<file path="src/rtl/core/hsl_pkg.sv">
`default_nettype none

package hsl_pkg;

  // Hue circle in 1/16 degree units
  localparam int unsigned HueFull  = 5760;
  localparam int unsigned HueThird = 1920;
  localparam int unsigned HueSixth = 960;
  // Hue offset that makes every 16-bit signed hue non-negative: 6 full turns
  localparam int unsigned HueBias  = 6 * HueFull;
  // Q3.12 unit and half unit
  localparam int unsigned OneQ12   = 4096;
  localparam int unsigned HalfQ12  = OneQ12 / 2;

  // Entry handed from the front end to the back end
  typedef struct packed {
    logic        grey;      // saturation clamped to zero
    logic [7:0]  grey_lvl;  // floor(L * 255)
    logic [7:0]  alpha;
    logic [12:0] hue;       // reduced hue, 0 .. HueFull-1
    logic [12:0] light;     // clamped lightness, 0 .. OneQ12
    logic [12:0] sat;       // clamped saturation, 0 .. OneQ12
    logic [24:0] prod;      // light * sat
  } hsl_item_t;

  typedef struct packed {
    logic full;
    logic empty;
  } hsl_queue_stat_t;

  typedef struct packed {
    logic s1_valid;
    logic s2_valid;
  } hsl_back_stat_t;

  // Clamp a signed Q3.12 value to 0 .. 1.0
  function automatic logic [12:0] hsl_clamp_unit(input logic signed [15:0] v);
    logic [12:0] r;
    if (v[15]) begin
      r = '0;
    end else if (v > 16'sd4096) begin
      r = 13'(OneQ12);
    end else begin
      r = v[12:0];
    end
    return r;
  endfunction

  // Interpolation weight over HueSixth for a hue fraction over HueFull
  function automatic logic [9:0] hsl_weight(input logic [12:0] t);
    logic [9:0] k;
    if (t < 13'(HueSixth)) begin
      k = t[9:0];
    end else if (t < 13'(3 * HueSixth)) begin
      k = 10'(HueSixth);
    end else if (t < 13'(4 * HueSixth)) begin
      k = 10'(13'(4 * HueSixth) - t);
    end else begin
      k = '0;
    end
    return k;
  endfunction

endpackage

`default_nettype wire

</file>
<file path="src/rtl/core/hsl_in_if.sv">
`default_nettype none

interface hsl_in_if;
  logic               valid;
  logic               ready;
  logic signed [15:0] hue;
  logic signed [15:0] saturation;
  logic signed [15:0] lightness;
  logic signed [15:0] opacity;

  modport source (output valid, output hue, output saturation, output lightness,
                  output opacity, input ready);
  modport sink   (input valid, input hue, input saturation, input lightness,
                  input opacity, output ready);
endinterface

`default_nettype wire

</file>
<file path="src/rtl/core/hsl_out_if.sv">
`default_nettype none

interface hsl_out_if;
  logic       valid;
  logic       ready;
  logic [7:0] red;
  logic [7:0] green;
  logic [7:0] blue;
  logic [7:0] alpha;

  modport source (output valid, output red, output green, output blue,
                  output alpha, input ready);
  modport sink   (input valid, input red, input green, input blue,
                  input alpha, output ready);
endinterface

`default_nettype wire

</file>
<file path="src/rtl/core/hsl_to_rgb_converter.sv">
// HSL plus opacity to 8-bit RGBA converter. Each input transaction carries
// hue (signed, 1/16 degree, any turn), saturation, lightness and opacity
// (signed Q3.12, saturation and lightness clamped to 0..1) and produces one
// output transaction with red, green and blue truncated and alpha rounded
// and clamped. Zero saturation gives grey. The block takes one transaction
// per clock while the output is not stalled and holds no state between
// transactions. A result passes through the input classification register,
// the two-entry queue and the back-end stages ahead of the output register,
// whose three 25x10 multiplier lanes set the throughput of one pixel per
// clock when the output is not stalled. A stalled output stalls the back
// end only; the queue and the front register keep accepting up to three
// more transactions.
`default_nettype none

module hsl_to_rgb_converter (
  input  wire logic clk_i,
  input  wire logic rst_ni,
  hsl_in_if.sink    in_i,
  hsl_out_if.source out_o
);
  import hsl_pkg::*;

  logic            front_valid;
  hsl_item_t       front_item;
  logic            queue_ready;
  logic            queue_valid;
  hsl_item_t       queue_item;
  logic            back_ready;
  hsl_queue_stat_t queue_stat;
  hsl_back_stat_t  back_stat;

  hsl_front u_front (
    .clk_i        (clk_i),
    .rst_ni       (rst_ni),
    .in_valid_i   (in_i.valid),
    .in_ready_o   (in_i.ready),
    .hue_i        (in_i.hue),
    .saturation_i (in_i.saturation),
    .lightness_i  (in_i.lightness),
    .opacity_i    (in_i.opacity),
    .out_valid_o  (front_valid),
    .out_item_o   (front_item),
    .out_ready_i  (queue_ready)
  );

  hsl_queue u_queue (
    .clk_i        (clk_i),
    .rst_ni       (rst_ni),
    .push_valid_i (front_valid),
    .push_item_i  (front_item),
    .push_ready_o (queue_ready),
    .pop_valid_o  (queue_valid),
    .pop_item_o   (queue_item),
    .pop_ready_i  (back_ready),
    .stat_o       (queue_stat)
  );

  hsl_back u_back (
    .clk_i       (clk_i),
    .rst_ni      (rst_ni),
    .in_valid_i  (queue_valid),
    .in_item_i   (queue_item),
    .in_ready_o  (back_ready),
    .out_valid_o (out_o.valid),
    .red_o       (out_o.red),
    .green_o     (out_o.green),
    .blue_o      (out_o.blue),
    .alpha_o     (out_o.alpha),
    .out_ready_i (out_o.ready),
    .stat_o      (back_stat)
  );

  // An accepted transaction lands in the front register
  assert property (@(posedge clk_i) disable iff (!rst_ni)
    (in_i.valid && in_i.ready) |=> front_valid)
    else $error("front register missed an accepted transaction");

  // A queue pop enters the first back-end stage
  assert property (@(posedge clk_i) disable iff (!rst_ni)
    (queue_valid && back_ready) |=> back_stat.s1_valid)
    else $error("back end dropped a popped entry");

  // Queue can never look full and empty at once
  assert property (@(posedge clk_i) disable iff (!rst_ni)
    !(queue_stat.full && queue_stat.empty))
    else $error("queue occupancy corrupt");

  // Second stage feeds the output register whenever the pipe advances
  assert property (@(posedge clk_i) disable iff (!rst_ni)
    (back_stat.s2_valid && back_ready) |=> out_o.valid)
    else $error("output register missed a result");

endmodule

`default_nettype wire

</file>
<file path="src/rtl/core/hsl_front.sv">
`default_nettype none

module hsl_front (
  input  wire logic               clk_i,
  input  wire logic               rst_ni,
  input  wire logic               in_valid_i,
  output logic                    in_ready_o,
  input  wire logic signed [15:0] hue_i,
  input  wire logic signed [15:0] saturation_i,
  input  wire logic signed [15:0] lightness_i,
  input  wire logic signed [15:0] opacity_i,
  output logic                    out_valid_o,
  output hsl_pkg::hsl_item_t      out_item_o,
  input  wire logic               out_ready_i
);
  import hsl_pkg::*;

  logic        valid_q;
  hsl_item_t   item_q;
  hsl_item_t   item_d;
  logic [16:0] hue_x;
  logic [20:0] grey_x;
  logic [23:0] alpha_x;
  logic [11:0] alpha_w;
  logic [25:0] prod_x;

  always_comb begin
    item_d.sat   = hsl_clamp_unit(saturation_i);
    item_d.light = hsl_clamp_unit(lightness_i);
    item_d.grey  = (item_d.sat == '0);

    // Bias hue into 1792 .. 67327, then reduce by 8, 4, 2 and 1 full turns
    hue_x = 17'({~hue_i[15], hue_i[14:0]}) + 17'(HueBias - 32768);
    for (int i = 0; i < 4; i++) begin
      if (hue_x >= (17'(HueFull) << (3 - i))) begin
        hue_x = hue_x - (17'(HueFull) << (3 - i));
      end
    end
    item_d.hue = hue_x[12:0];

    prod_x      = 26'(item_d.sat) * 26'(item_d.light);
    item_d.prod = prod_x[24:0];

    grey_x          = {item_d.light, 8'b0} - {8'b0, item_d.light};
    item_d.grey_lvl = grey_x[19:12];

    alpha_x = ({1'b0, opacity_i[14:0], 8'b0} - {9'b0, opacity_i[14:0]})
              + 24'(HalfQ12);
    alpha_w = alpha_x[23:12];
    if (opacity_i[15] || (opacity_i == 16'sd0)) begin
      item_d.alpha = '0;
    end else if (alpha_w > 12'd255) begin
      item_d.alpha = 8'hff;
    end else begin
      item_d.alpha = alpha_w[7:0];
    end
  end

  assign in_ready_o  = !valid_q || out_ready_i;
  assign out_valid_o = valid_q;
  assign out_item_o  = item_q;

  always_ff @(posedge clk_i or negedge rst_ni) begin
    if (!rst_ni) begin
      valid_q <= 1'b0;
    end else if (in_ready_o) begin
      valid_q <= in_valid_i;
    end
  end

  always_ff @(posedge clk_i) begin
    if (in_ready_o && in_valid_i) begin
      item_q <= item_d;
    end
  end

endmodule

`default_nettype wire

</file>
<file path="src/rtl/core/hsl_queue.sv">
`default_nettype none

module hsl_queue (
  input  wire logic                   clk_i,
  input  wire logic                   rst_ni,
  input  wire logic                   push_valid_i,
  input  wire hsl_pkg::hsl_item_t     push_item_i,
  output logic                        push_ready_o,
  output logic                        pop_valid_o,
  output hsl_pkg::hsl_item_t          pop_item_o,
  input  wire logic                   pop_ready_i,
  output hsl_pkg::hsl_queue_stat_t    stat_o
);
  import hsl_pkg::*;

  hsl_item_t  entry_q [2];
  logic       wr_ptr_q;
  logic       rd_ptr_q;
  logic [1:0] count_q;
  logic [1:0] count_d;
  logic       push;
  logic       pop;

  assign push_ready_o = (count_q != 2'd2);
  assign pop_valid_o  = (count_q != 2'd0);
  assign pop_item_o   = entry_q[rd_ptr_q];
  assign push         = push_valid_i && push_ready_o;
  assign pop          = pop_valid_o && pop_ready_i;
  assign stat_o.full  = !push_ready_o;
  assign stat_o.empty = !pop_valid_o;

  always_comb begin
    count_d = count_q;
    if (push && !pop) begin
      count_d = count_q + 2'd1;
    end else if (pop && !push) begin
      count_d = count_q - 2'd1;
    end
  end

  always_ff @(posedge clk_i or negedge rst_ni) begin
    if (!rst_ni) begin
      wr_ptr_q <= 1'b0;
      rd_ptr_q <= 1'b0;
      count_q  <= '0;
    end else begin
      count_q <= count_d;
      if (push) begin
        wr_ptr_q <= !wr_ptr_q;
      end
      if (pop) begin
        rd_ptr_q <= !rd_ptr_q;
      end
    end
  end

  always_ff @(posedge clk_i) begin
    if (push) begin
      entry_q[wr_ptr_q] <= push_item_i;
    end
  end

endmodule

`default_nettype wire

</file>
<file path="src/rtl/core/hsl_back.sv">
`default_nettype none

module hsl_back (
  input  wire logic                 clk_i,
  input  wire logic                 rst_ni,
  input  wire logic                 in_valid_i,
  input  wire hsl_pkg::hsl_item_t   in_item_i,
  output logic                      in_ready_o,
  output logic                      out_valid_o,
  output logic [7:0]                red_o,
  output logic [7:0]                green_o,
  output logic [7:0]                blue_o,
  output logic [7:0]                alpha_o,
  input  wire logic                 out_ready_i,
  output hsl_pkg::hsl_back_stat_t   stat_o
);
  import hsl_pkg::*;

  logic en;

  // Stage 1: the lower HSL value, its difference to the upper one and the per-channel weights
  logic             s1_valid_q;
  logic [24:0]      s1_v1_q, s1_v1_d;
  logic [24:0]      s1_diff_q, s1_diff_d;
  logic [2:0][9:0]  s1_k_q, s1_k_d;
  logic             s1_grey_q;
  logic [7:0]       s1_grey_lvl_q;
  logic [7:0]       s1_alpha_q;
  logic [24:0]      v2;
  logic [25:0]      v2_hi;
  logic [25:0]      v1_x;
  logic [13:0]      t_red;
  logic [12:0]      t_blue;

  // Stage 2: channel numerators over HueSixth * 2^24
  logic             s2_valid_q;
  logic [2:0][34:0] s2_num_q, s2_num_d;
  logic             s2_grey_q;
  logic [7:0]       s2_grey_lvl_q;
  logic [7:0]       s2_alpha_q;

  // Output register
  logic             out_valid_q;
  logic [2:0][7:0]  chan_q, chan_d;
  logic [7:0]       alpha_q;
  logic [38:0]      scaled;

  assign en         = !out_valid_q || out_ready_i;
  assign in_ready_o = en;

  always_comb begin
    v2_hi = {(14'(in_item_i.light) + 14'(in_item_i.sat)), 12'b0} - 26'(in_item_i.prod);
    if (in_item_i.light < 13'(HalfQ12)) begin
      v2 = {in_item_i.light, 12'b0} + in_item_i.prod;
    end else begin
      v2 = v2_hi[24:0];
    end
    v1_x      = {in_item_i.light, 13'b0} - 26'(v2);
    s1_v1_d   = v1_x[24:0];
    s1_diff_d = v2 - s1_v1_d;

    // Red is a third ahead, blue a third behind; a fraction of one stays one
    t_red = 14'(in_item_i.hue) + 14'(HueThird);
    if (t_red > 14'(HueFull)) begin
      t_red = t_red - 14'(HueFull);
    end
    if (in_item_i.hue < 13'(HueThird)) begin
      t_blue = in_item_i.hue + 13'(HueFull - HueThird);
    end else begin
      t_blue = in_item_i.hue - 13'(HueThird);
    end
    s1_k_d[0] = hsl_weight(t_red[12:0]);
    s1_k_d[1] = hsl_weight(in_item_i.hue);
    s1_k_d[2] = hsl_weight(t_blue);
  end

  always_comb begin
    for (int c = 0; c < 3; c++) begin
      s2_num_d[c] = ({s1_v1_q, 10'b0} - {4'b0, s1_v1_q, 6'b0})
                    + 35'(s1_diff_q) * 35'(s1_k_q[c]);
    end
  end

  // 255 / (960 * 2^24) reduces to 17 / 2^30
  always_comb begin
    scaled = '0;
    for (int c = 0; c < 3; c++) begin
      scaled = {s2_num_q[c], 4'b0} + 39'(s2_num_q[c]);
      if (s2_grey_q) begin
        chan_d[c] = s2_grey_lvl_q;
      end else if (scaled[38:30] > 9'd255) begin
        chan_d[c] = 8'hff;
      end else begin
        chan_d[c] = scaled[37:30];
      end
    end
  end

  always_ff @(posedge clk_i or negedge rst_ni) begin
    if (!rst_ni) begin
      s1_valid_q  <= 1'b0;
      s2_valid_q  <= 1'b0;
      out_valid_q <= 1'b0;
    end else if (en) begin
      s1_valid_q  <= in_valid_i;
      s2_valid_q  <= s1_valid_q;
      out_valid_q <= s2_valid_q;
    end
  end

  always_ff @(posedge clk_i) begin
    if (en) begin
      s1_v1_q       <= s1_v1_d;
      s1_diff_q     <= s1_diff_d;
      s1_k_q        <= s1_k_d;
      s1_grey_q     <= in_item_i.grey;
      s1_grey_lvl_q <= in_item_i.grey_lvl;
      s1_alpha_q    <= in_item_i.alpha;
      s2_num_q      <= s2_num_d;
      s2_grey_q     <= s1_grey_q;
      s2_grey_lvl_q <= s1_grey_lvl_q;
      s2_alpha_q    <= s1_alpha_q;
      chan_q        <= chan_d;
      alpha_q       <= s2_alpha_q;
    end
  end

  assign out_valid_o     = out_valid_q;
  assign red_o           = chan_q[0];
  assign green_o         = chan_q[1];
  assign blue_o          = chan_q[2];
  assign alpha_o         = alpha_q;
  assign stat_o.s1_valid = s1_valid_q;
  assign stat_o.s2_valid = s2_valid_q;

endmodule

`default_nettype wire
</file>
<file path="src/flat_wrapper.sv">
// flat-port wrapper written by rule: the top's interface ports become plain ports
module hsl_to_rgb_converter_flat import hsl_pkg::*;
  (clk_i, rst_ni, in_i_valid, in_i_hue, in_i_saturation, in_i_lightness, in_i_opacity, in_i_ready, out_o_valid, out_o_red, out_o_green, out_o_blue, out_o_alpha, out_o_ready);
  hsl_in_if in_i_i ();
  hsl_out_if out_o_i ();
  input  wire logic clk_i;
  input  wire logic rst_ni;
  input wire logic [$bits(in_i_i.valid)-1:0] in_i_valid;
  input wire logic [$bits(in_i_i.hue)-1:0] in_i_hue;
  input wire logic [$bits(in_i_i.saturation)-1:0] in_i_saturation;
  input wire logic [$bits(in_i_i.lightness)-1:0] in_i_lightness;
  input wire logic [$bits(in_i_i.opacity)-1:0] in_i_opacity;
  output wire logic [$bits(in_i_i.ready)-1:0] in_i_ready;
  output wire logic [$bits(out_o_i.valid)-1:0] out_o_valid;
  output wire logic [$bits(out_o_i.red)-1:0] out_o_red;
  output wire logic [$bits(out_o_i.green)-1:0] out_o_green;
  output wire logic [$bits(out_o_i.blue)-1:0] out_o_blue;
  output wire logic [$bits(out_o_i.alpha)-1:0] out_o_alpha;
  input wire logic [$bits(out_o_i.ready)-1:0] out_o_ready;
  assign in_i_i.valid = in_i_valid;
  assign in_i_i.hue = in_i_hue;
  assign in_i_i.saturation = in_i_saturation;
  assign in_i_i.lightness = in_i_lightness;
  assign in_i_i.opacity = in_i_opacity;
  assign in_i_ready = in_i_i.ready;
  assign out_o_valid = out_o_i.valid;
  assign out_o_red = out_o_i.red;
  assign out_o_green = out_o_i.green;
  assign out_o_blue = out_o_i.blue;
  assign out_o_alpha = out_o_i.alpha;
  assign out_o_i.ready = out_o_ready;
  hsl_to_rgb_converter u_core (.clk_i(clk_i), .rst_ni(rst_ni), .in_i(in_i_i), .out_o(out_o_i));
endmodule
</file>
<file path="config.mk">
export PLATFORM = sky130hd
export DESIGN_NAME = hsl_to_rgb_converter_flat
export DESIGN_NICKNAME = d
export VERILOG_FILES = /design/src/rtl/core/hsl_pkg.sv /design/src/rtl/core/hsl_in_if.sv /design/src/rtl/core/hsl_out_if.sv /design/src/rtl/core/hsl_to_rgb_converter.sv /design/src/rtl/core/hsl_front.sv /design/src/rtl/core/hsl_queue.sv /design/src/rtl/core/hsl_back.sv /design/src/flat_wrapper.sv
export SDC_FILE = /design/constraint.sdc
export NUM_CORES = 2
export LEC_CHECK = 0
export BUFFER_PORTS_ARGS = -buffer_cell sky130_fd_sc_hd__buf_2
export CAP_MARGIN = 20
export CORE_MARGIN = 2
export CORE_UTILIZATION = 40
export CTS_BUF_LIST = sky130_fd_sc_hd__clkbuf_8
export DETAILED_ROUTE_END_ITERATION = 12
export GPL_ROUTABILITY_DRIVEN = 0
export SYNTH_ARGS = -nofsm -noshare
export SYNTH_HDL_FRONTEND = slang
export SYNTH_SLANG_ARGS = --single-unit
</file>
<file path="constraint.sdc">
create_clock -name clk_i -period 10.7 [get_ports clk_i]
set_input_delay 1.07 -clock clk_i [delete_from_list [all_inputs] [get_ports clk_i]]
set_output_delay 1.07 -clock clk_i [all_outputs]
set_load 0.03 [all_outputs]
</file>
==> out/results.ini <==
[yosys]
synth_top_family_by_area=adder cells
synthCells=5641
avgSynthCellArea_um2=10.1
synth_edf_count=489
yosysUniqueCellTypes=104
synth-simple-area-share=0.136
syn_area_um2=56900
async_reset_ff_frac=0.0161
yosys-mux-area-fraction=0.0203
ys_dominant_reg_cell=edfxtp_1
ys_seq_area_frac=0.261
ys_warn_count=0
synth_seq_cells=497
yosys.area_share.xor_xnor=0.0481
synth_fa_ha_area_frac=0.368
synth_compound_area_frac=0.0960

[timing]
maxSlewHeadroom=0.149
fin_crit_ns=8.50
rsz0062_at_grt=no
fin_skew_ns=0.0678
fin_crit_sh=0.794
setup_viol=0
worst_slew_pin_slew_ns=1.27
setup-tns-final_ns=0
timing.final.max_slew_violations=0
timing.fmax_mhz=118
hold_viol_final=0

[global_route]
antenna_found_initial=3
grt_pass1_wl_mm=228
grt_pass1_vias=42455
grt_overflow=0
grt_max_degree=68
grtUsageTotal=0.197

[worst_setup_path]
crit_required_ns=11.26
cp_max_fo=12
arrival_ns=9.05
cp_slowest_stage_delay_ns=0.92
path_delay_family=adder cells
criticalPathCategory=input pin to flip-flop
cpMostUsedCell=inv_1
end_kind=flip-flop
start_kind=input pin
crit_buf_inv=8
reg2reg_slack_ns=2.39
crit_slowest_cell=a2111oi_2

[clocking]
cts_resized=0
cts.sinks=497
cts_tree=done
hold_buffers=0
cts_buffers=89
path_clk_slew_ns=0.06
post-cts-setup-buffers=0
clockBufferDepth=3
htreeDepth=3
cts-root-buf=clkbuf_8
clock_latency_ns=0.82

[route]
via_per_inst=5.22
drc=0
wl_per_cell_um=18.3
firstDrtPassIters=6
drt_iter0_markers=2185
ant_nets=0
routed_wl_mm=141
via_count=40077

[floorplan]
die_h_um=381
start_util=0.403
die_area_um2=145000
die_w_um=381
ios=102
core_area_um2=141000
rows=138

[placed_design]
port_buffers=101
hpwl_mm=109

[finish]
drive_gt1_frac=0.0681
area_delta_synth_final_pct=7.79
finalNetCount=7013

[status]
status=finished clean

[job]
drv_cap=0

[hold_path]
hp-class=input pin to asynchronous set/reset pin

cell type report:
| cell class | count | area (µm²) |
|---|---|---|
| multi-input cells | 4120 | 38200 |
| fillers | 13524 | 80000 |
| well taps | 1890 | 2360 |
| clock buffers | 89 | 1220 |
| repair buffers | 163 | 1030 |
| inverters | 846 | 3180 |
| clock inverters | 69 | 483 |
| flip-flops and latches | 497 | 14900 |
| diodes | 1 | 2.50 |
Yosys cell counts (35+ instances only):
| library cell | count | area [µm²] |
|---|---|---|
| a21o_1 | 105 | 788 |
| a21oi_1 | 239 | 1200 |
| and2_1 | 278 | 1740 |
| clkbuf_1 | 174 | 653 |
| edfxtp_1 | 489 | 14700 |
| fa_1 | 745 | 14900 |
| ha_1 | 483 | 6040 |
| inv_1 | 835 | 3130 |
| mux2_2 | 53 | 597 |
| mux2i_1 | 56 | 561 |
| nand2_1 | 739 | 2770 |
| nand2b_1 | 36 | 225 |
| nand3_1 | 57 | 285 |
| nor2_1 | 258 | 968 |
| nor2b_1 | 35 | 219 |
| nor3_1 | 77 | 385 |
| o21a_1 | 51 | 383 |
| o21ai_0 | 130 | 651 |
| o21bai_1 | 40 | 300 |
| xnor2_1 | 210 | 1840 |
| xor2_1 | 68 | 596 |
worst reg2reg max path: cells and delay by family (launching register included):
family	cells	cell delay (ns)
AOI/OAI and AO/OA	14	3.37
adders and majority gates	5	2.04
DFF	1	0.35
buffers and inverters	4	0.76
xor gates and xnor gates	2	0.74
and+or+nand+nor	4	0.84
metrics by stage:
step | instances | setup slack, ns | instance area [µm²] | utilization | hold slack [ns]
after floorplan | 5656 | 1.23 | 57000 | - | 0.400
after global placement | 7511 | 1.46 | 59600 | 0.421 | 0.401
after CTS | 7669 | 2.32 | 61300 | 0.433 | 0.0253
after global routing | 7675 | 1.67 | 61400 | 0.434 | 0.0738
final | 7675 | 2.20 | 61400 | 0.434 | 0.120
after detailed placement | 7511 | 1.41 | 59600 | 0.421 | 0.405
state kept, by name, summed over array words and instances, names as in the netlist, 2 cells and up:
name,cells
u_core.u_back.green_o,8
u_core.u_queue.count_q,2
u_core.u_back.s1_v1_q,25
u_core.u_back.s1_diff_q,23
u_core.u_back.s2_alpha_q,8
u_core.u_queue.entry_q,162
u_core.u_front.out_item_o,81
u_core.u_back.red_o,8
u_core.u_back.alpha_o,8
u_core.u_back.s1_alpha_q,8
u_core.u_back.s2_num_q,102
u_core.u_back.s1_k_q,30
u_core.u_back.s1_grey_lvl_q,8
u_core.u_back.s2_grey_lvl_q,8
u_core.u_back.blue_o,8
per-layer routing:
metal | share of wire | wire (µm) | global-route usage
met5 | 0 | 0 | 0
met4 | 0.029 | 4130 | 0.0641
met3 | 0.060 | 8500 | 0.0316
met2 | 0.48 | 67500 | 0.335
met1 | 0.43 | 60600 | 0.256
kinds of logic (layout without fill, tap and decap cells):
logic type,Yosys count,after routing
AO/OA/AOI/OAI,826,826
XOR/XNOR,291,291
adder cells (fa/ha/maj),1230,1230
buffers and inverters,1039,1167
flip-flops,497,497
multiplexers,109,109
other,2,18
AND/OR/NAND/NOR,1647,1647
worst paths after layout:
path,endpoint,cells after the start,start
max,u_core.u_front.out_item_o[23],32,in_i_saturation[6]
min,u_core.u_back.out_valid_o,1,rst_ni
max reg2reg,u_core.u_back.s2_num_q[34],29,u_core.u_back.s1_v1_q[0]
min reg2reg,u_core.u_back.alpha_o[3],0,u_core.u_back.s2_alpha_q[3]
max in group asynchronous,u_core.u_queue.rd_ptr_q,1,rst_ni
min in group clk_i,u_core.u_back.alpha_o[3],0,u_core.u_back.s2_alpha_q[3]
layout by cell type (no fill, tap or decap), types with 89 or more instances in the layout:
master and n:
inv_1 859, fa_1 745, nand2_1 739, edfxtp_1 489, ha_1 483, and2_1 277
nor2_1 256, a21oi_1 239, xnor2_1 210, o21ai_0 130, a21o_1 105, buf_2 101
clkbuf_8 89
Power is not shown: default switching activity piles up to over one toggle a cycle in this logic, so the estimate is an artifact.
